File: config.mk
export PLATFORM = sky130hd
export DESIGN_NAME = scsa_ctrl
export DESIGN_NICKNAME = d
export VERILOG_FILES = /design/src/hw/rtl/scsa_pkg.sv /design/src/hw/rtl/scsa_ctrl.sv
export SDC_FILE = /design/constraint.sdc
export NUM_CORES = 1
export LEC_CHECK = 0
export ABC_AREA = 1
export BUFFER_PORTS_ARGS = -buffer_cell sky130_fd_sc_hd__clkbuf_2
export CORE_MARGIN = 1.5
export CORE_UTILIZATION = 30
export DETAILED_ROUTE_END_ITERATION = 7
export HOLD_SLACK_MARGIN = 0.02
export PLACE_DENSITY_LB_ADDON = 0.12
export SYNTH_ARGS = -nofsm -noshare
export SYNTH_HDL_FRONTEND = slang
export SYNTH_SLANG_ARGS = --single-unit
File: constraint.sdc
create_clock -name clk_i -period 1.7 [get_ports clk_i]
set_input_delay 0.34 -clock clk_i [delete_from_list [all_inputs] [get_ports clk_i]]
set_output_delay 0.34 -clock clk_i [all_outputs]
set_load 0.02 [all_outputs]
File: src/hw/rtl/scsa_pkg.sv
// Shared types, constants and helper functions of the slab allocator.
package scsa_pkg;

  localparam int unsigned Pages       = 16;
  localparam int unsigned UsablePages = (Pages < 16) ? Pages : 16;
  localparam int unsigned SizeClasses = 7;
  localparam int unsigned ClassLimit  = 7;
  localparam int unsigned PageW       = 4;
  localparam int unsigned SlotW       = 7;
  localparam int unsigned StepW       = 5;
  localparam int unsigned MinShift    = 5;
  localparam logic [12:0] MaxBytes    = 13'd2048;

  typedef enum logic [2:0] {
    ST_OK      = 3'd0,
    ST_ZERO    = 3'd1,
    ST_LARGE   = 3'd2,
    ST_NOPAGE  = 3'd3,
    ST_BADFREE = 3'd4
  } status_e;

  typedef enum logic [3:0] {
    S_IDLE, S_DECODE, S_CLAIM, S_CLAIM_FIN, S_WALK_LOAD, S_WALK, S_POP, S_RESP
  } state_e;

  typedef struct packed {
    logic    latch_req;
    logic    claim_start;
    logic    claim_step;
    logic    claim_fin;
    logic    walk_load;
    logic    walk_next;
    logic    walk_read;
    logic    pop_commit;
    logic    free_commit;
    logic    res_we;
    status_e res_status;
    logic    load_out;
  } cmd_t;

  typedef struct packed {
    logic    is_free;
    status_e dec_status;
    logic    need_claim;
    logic    pages_full;
    logic    free_bad;
    logic    claim_last;
    logic    cur_vld;
    logic    walk_done;
    logic    cur_has_free;
    logic    out_busy;
  } stat_t;

  // Free slots of a wholly free page of class c (slot 0 is reserved).
  function automatic logic [6:0] slots_whole(input logic [2:0] c);
    logic [7:0] v;
    v = (8'd128 >> c) - 8'd1;
    return v[6:0];
  endfunction

  // Smallest power-of-two class of 32 << c bytes that holds s.
  function automatic logic [2:0] size_class(input logic [12:0] s);
    logic [2:0] c;
    c = 3'd6;
    for (int i = 6; i >= 0; i--) begin
      if (s <= (13'd32 << i)) c = 3'(i);
    end
    return c;
  endfunction

endpackage

File: src/hw/rtl/scsa_ctrl.sv
// Sequencer of the slab allocator: decides the steps of each request.
module scsa_ctrl (
  input  logic           clk_i,
  input  logic           rst_ni,
  input  logic           in_valid_i,
  output logic           in_ready_o,
  input  scsa_pkg::stat_t stat_i,
  output scsa_pkg::cmd_t  cmd_o
);

  scsa_pkg::state_e state_q, state_d;

  always_ff @(posedge clk_i or negedge rst_ni) begin
    if (!rst_ni) begin
      state_q <= scsa_pkg::S_IDLE;
    end else begin
      state_q <= state_d;
    end
  end

  always_comb begin
    state_d    = state_q;
    cmd_o      = '0;
    cmd_o.res_status = scsa_pkg::ST_OK;
    in_ready_o = 1'b0;
    case (state_q)
      scsa_pkg::S_IDLE: begin
        in_ready_o = 1'b1;
        if (in_valid_i) begin
          cmd_o.latch_req = 1'b1;
          state_d = scsa_pkg::S_DECODE;
        end
      end
      scsa_pkg::S_DECODE: begin
        if (stat_i.is_free) begin
          cmd_o.res_we = 1'b1;
          if (stat_i.free_bad) begin
            cmd_o.res_status = scsa_pkg::ST_BADFREE;
          end else begin
            cmd_o.free_commit = 1'b1;
          end
          state_d = scsa_pkg::S_RESP;
        end else if (stat_i.dec_status != scsa_pkg::ST_OK) begin
          cmd_o.res_we = 1'b1;
          cmd_o.res_status = stat_i.dec_status;
          state_d = scsa_pkg::S_RESP;
        end else if (stat_i.need_claim && stat_i.pages_full) begin
          cmd_o.res_we = 1'b1;
          cmd_o.res_status = scsa_pkg::ST_NOPAGE;
          state_d = scsa_pkg::S_RESP;
        end else if (stat_i.need_claim) begin
          cmd_o.claim_start = 1'b1;
          state_d = scsa_pkg::S_CLAIM;
        end else begin
          state_d = scsa_pkg::S_WALK_LOAD;
        end
      end
      scsa_pkg::S_CLAIM: begin
        cmd_o.claim_step = 1'b1;
        if (stat_i.claim_last) state_d = scsa_pkg::S_CLAIM_FIN;
      end
      scsa_pkg::S_CLAIM_FIN: begin
        cmd_o.claim_fin = 1'b1;
        state_d = scsa_pkg::S_WALK_LOAD;
      end
      scsa_pkg::S_WALK_LOAD: begin
        cmd_o.walk_load = 1'b1;
        state_d = scsa_pkg::S_WALK;
      end
      scsa_pkg::S_WALK: begin
        if (!stat_i.cur_vld || stat_i.walk_done) begin
          cmd_o.res_we = 1'b1;
          cmd_o.res_status = scsa_pkg::ST_NOPAGE;
          state_d = scsa_pkg::S_RESP;
        end else if (stat_i.cur_has_free) begin
          cmd_o.walk_read = 1'b1;
          state_d = scsa_pkg::S_POP;
        end else begin
          cmd_o.walk_next = 1'b1;
        end
      end
      scsa_pkg::S_POP: begin
        cmd_o.pop_commit = 1'b1;
        cmd_o.res_we = 1'b1;
        state_d = scsa_pkg::S_RESP;
      end
      scsa_pkg::S_RESP: begin
        if (!stat_i.out_busy) begin
          cmd_o.load_out = 1'b1;
          state_d = scsa_pkg::S_IDLE;
        end
      end
      default: state_d = scsa_pkg::S_IDLE;
    endcase
  end

endmodule

Yosys cells after proc, flatten, opt, wreduce, memory -nomap -nowiden
Index checks and enable logic that the tools add are counted.
- register bits: 4
- logic and storage cells: 56
- equality and inequality tests: 11
- muxes and demuxes: 38
- reduce and logical (&&, ||, !) cells: 6
- operator list (kind ; number):
    two-way mux 4 bit ; 12
    case mux 4 bit (8 select lines) ; 1
    two-way mux 1 bit ; 19
    == test 4 x 3 -> 1 bit (second input constant) ; 4
    == test 4 x 2 -> 1 bit (second input constant) ; 2
    two-way mux 3 bit ; 2
    != test 2 bit (second input constant) ; 3
    case mux 3 bit (2 select lines) ; 1
    == test 4 x 1 -> 1 bit (second input constant) ; 1
    zero test 4 bit ; 1
    two-way mux 2 bit ; 2
    AND reduction 4 bit ; 1
    != test 3 bit (second input constant) ; 1
    case mux 1 bit (3 select lines) ; 1
    nonzero test 3 bit ; 1
    logical AND 1 bit ; 1
    zero test 1 bit ; 1
    logical OR 1 bit ; 1

Longest topological paths before layout
- word-level depth: 5
- gate-level depth with buffers: 8

Worst setup path after synthesis
Ideal clock, no wire load.
- path type: flip-flop to output port
- start point: register state_q[1]
- end point: output cmd_o[2] (netlist bit)
- arrival time: 1.284 ns
- path slack: 0.076 ns
- cell stages (with the launch flop): 6
- buffers on the path: 0
- cells stage by stage: dfrtp_1 inv_2 nand2_1 nor2_2 nand2_1 o21ai_0
- RTL lines (what ; line ; source):
    start: declaration ; scsa_ctrl.sv:11 ; scsa_pkg::state_e state_q, state_d;
    start signal: assignment ; scsa_ctrl.sv:15 ; state_q <= scsa_pkg::S_IDLE;
    start signal: assignment ; scsa_ctrl.sv:17 ; state_q <= state_d;
    end: declaration ; scsa_ctrl.sv:8 ; output scsa_pkg::cmd_t cmd_o

==> metrics.txt <==
status complete, no violations; fmax 604.2 MHz; number of synthesis warnings 0; Leak 0.0004955 µW; max capacitance violation total 0; die area 1819 µm²; sequential area share after synthesis 0.1592; first-pass GRT wire length 2028 µm; Horiz. Die Dim 42.65 µm; clock period minus worst slack 1.655 ns; Inserted Clock Buffers 3; ranking of synthesized cells by instance count nand2_1 (25), inv_1 (21), nor2_1 (14), nand3_1 (9), nor2_2 (5); Worst setup SP type flop; post-synthesis register bit count 3; Overall Global Routing Usage 0.1451; DRC 0; Post-synth EDFFs 0; syn_area_per_cell 5.127 µm²; Worst setup EP type primary output; Cell variety after synth 16; Overflow after GRT 0; core area 1489 µm²; DP Wirelength 973.6 µm; NetSw 663.4 µW; top cell type's share of synthesized area 0.1989; Sink Count 3; clk slew on worst S/H paths 0.04 ns; cell chosen for the clock root clkbuf_4; Initial Utilization 0.3168; Routed Antenna Nets 0; met1 usage 0.1702; placed cells 137; P_int 569.9 µW; Worst EP required 1.36 ns; drt first pass iters 2; clock skew 0.008521 ns; clock buffer depth 2; H-tree depth 1; share of synthesized flip-flops with an asynchronous set or reset 1.000; Area contributors post-synth nand2_1 (20%), inv_1 (17%), dfrtp_1 (16%); clk_lat worst skew 0.24 ns; DIE HEIGHT 42.65 µm; Largest register FFs 3; pwr/cell area 1679 nW/µm²; Final GP Congestion 0.8145; Synth area leader nand2_1; endpoints failing hold 0; row cnt 14; Reg power frac 0.145; area growth from synthesis to layout 55.70%; combinational power share 0.750; r2r startpoint state_q[0]; FF-to-FF path depth 7; Final Net Count 145; Main synth FF type dfrtp_1; Cell Count, Final, Fillers Out 145; Port Buffers 29; Slew Viols, Final 0; peak supply drop 0.6760 mV; slew margin rel. 0.8794; Initial DRC Count 4; vias per cell 4.476; synthesized cell area 471.7 µm²; vias in the first global route 515; wire per inst 8.628 µm; worst path arrival time 1.32 ns; top flop regs state_q (3); initial antenna violation count 0; post-synth net total 107; RSZ-0062 raised after global routing true; Slew @ Worst Pin 0.1798 ns; drt total wl 1251 µm; sw frac 0.5379; critical path type reg2out; Final period util 0.9735; Util after Layout 0.4933; Clk network pwr share 0.105; via count 649; IO Pins 30; fraction of layout cells with a size suffix above 1 0.4031; reg2reg end state_q[1]; met2 usage 0.2394; GRT met3 Usage 0.03830; worst reg-to-reg setup slack 0.49 ns; Hold Path Class in2async; Mapped Cells 92; final count of negative-setup-slack endpoints 0; register name with the most flops state_q; largest net degree at the start of global routing 9; Antenna Cells 0; most crowded layer after global routing met2; leading cell type by number of instances after synthesis nand2_1; CTS tree built; Crit Path Max Fanout 4
[through the flow]
stage / setup WS, ns / TNS, ns / area (µm²) / total power, µW / hold WS [ns]
3_5_place_dp: 0.1861 / 0 / 636.9 / 969.2 / 0.1364
5_1_grt: -0.02122 / -0.03751 / 734.5 / 1335 / 0.4515
3_3_place_gp: 0.1912 / 0 / 636.9 / 973.6 / 0.1381
4_1_cts: 0.004090 / 0 / 698.2 / 1160 / 0.4310
2_1_floorplan: 0.07598 / 0 / 471.7 / 761.4 / 0.04441
6_report: 0.04500 / 0 / 734.5 / 1233 / 0.4290
[what timing repair did]
| item | CTS | global route |
|---|---|---|
| pin swaps | 1 | 1 |
| cloned | 0 | 0 |
| buffers inserted | 1 | 2 |
| setup endpoints to repair | 5 | 9 |
| gates resized for setup | 5 | 14 |
| endpoints found under the hold margin | 3 | 0 |
| hold buffers | 1 | 0 |
[per-layer routing]
metal | routed length (µm) | share of wire
met5 | 0 | 0
met4 | 0 | 0
met3 | 74 | 0.059
met2 | 631 | 0.50
met1 | 545 | 0.44
[power groups by stage]
| stage | combinational, µW | sequential (µW) | clock, µW |
|---|---|---|---|
| after floorplan | 624 | 137 | 0 |
| after global routing | 1020 | 181 | 135 |
| after global placement | 797 | 177 | 0 |
| after CTS | 847 | 185 | 128 |
| final | 925 | 179 | 130 |
| after detailed placement | 794 | 175 | 0 |
[cell usage in the layout (no fill, tap or decap)]
| cell | Yosys | layout |
|---|---|---|
| nand3_1 | 9 | 9 |
| dfrtp_2 | 0 | 2 |
| dfrtp_1 | 3 | 1 |
| buf_2 | 0 | 2 |
| o21ai_0 | 2 | 1 |
| nor2_1 | 14 | 12 |
| clkbuf_1 | 0 | 1 |
| nand3_4 | 1 | 1 |
| o21ai_1 | 2 | 3 |
| inv_1 | 21 | 21 |
| nand2_4 | 0 | 1 |
| clkbuf_4 | 0 | 3 |
| nand2_2 | 1 | 2 |
| inv_2 | 2 | 2 |
| clkbuf_2 | 0 | 23 |
| a21oi_1 | 1 | 1 |
| nand2_1 | 25 | 23 |
| buf_4 | 2 | 8 |
| clkbuf_8 | 0 | 1 |
| dlygate4sd3_1 | 0 | 1 |
| nor2_2 | 5 | 6 |
| nor2_4 | 0 | 1 |
| nor3_1 | 2 | 2 |
| nand4_1 | 1 | 1 |
| o21bai_1 | 1 | 1 |
[critical path, cell delays in order, from the launching register on]
cell,delay (ns)
dfrtp_1,0.38
inv_2,0.11
nand2_4,0.06
nor2_4,0.12
nand2_2,0.06
o21bai_1,0.15
nand2_1,0.07
clkbuf_8,0.14
[layout make-up]
type / instances / area, µm²
flip-flops and latches: 3 / 77.57
clock buffers: 4 / 26.28
fillers: 171 / 754.5
repair buffers: 35 / 209.0
well taps: 16 / 20.02
multi-input cells: 64 / 315.3
inverters: 23 / 86.33
[cells by family after synthesis]
kind of cell	synth area share
DFF	0.1591
and+or+nand+nor	0.5570
buffers and inverters	0.2149
AOI/OAI and AO/OA	0.06896
[how the worst max path moves through the flow]
| stage | start | end | slack [ns] | depth (start not counted) |
|---|---|---|---|---|
| final | state_q[1] | cmd_o[1] | 0.04 | 7 |
| after global routing | state_q[1] | cmd_o[1] | -0.02 | 7 |
| after CTS | state_q[1] | cmd_o[1] | 0.004 | 7 |
| after detailed placement | stat_i[8] | cmd_o[2] | 0.19 | 7 |
| after floorplan | state_q[1] | cmd_o[2] | 0.08 | 5 |
| after global placement | state_q[2] | cmd_o[2] | 0.19 | 5 |
No activity file was read; power rests on OpenSTA's default activity.
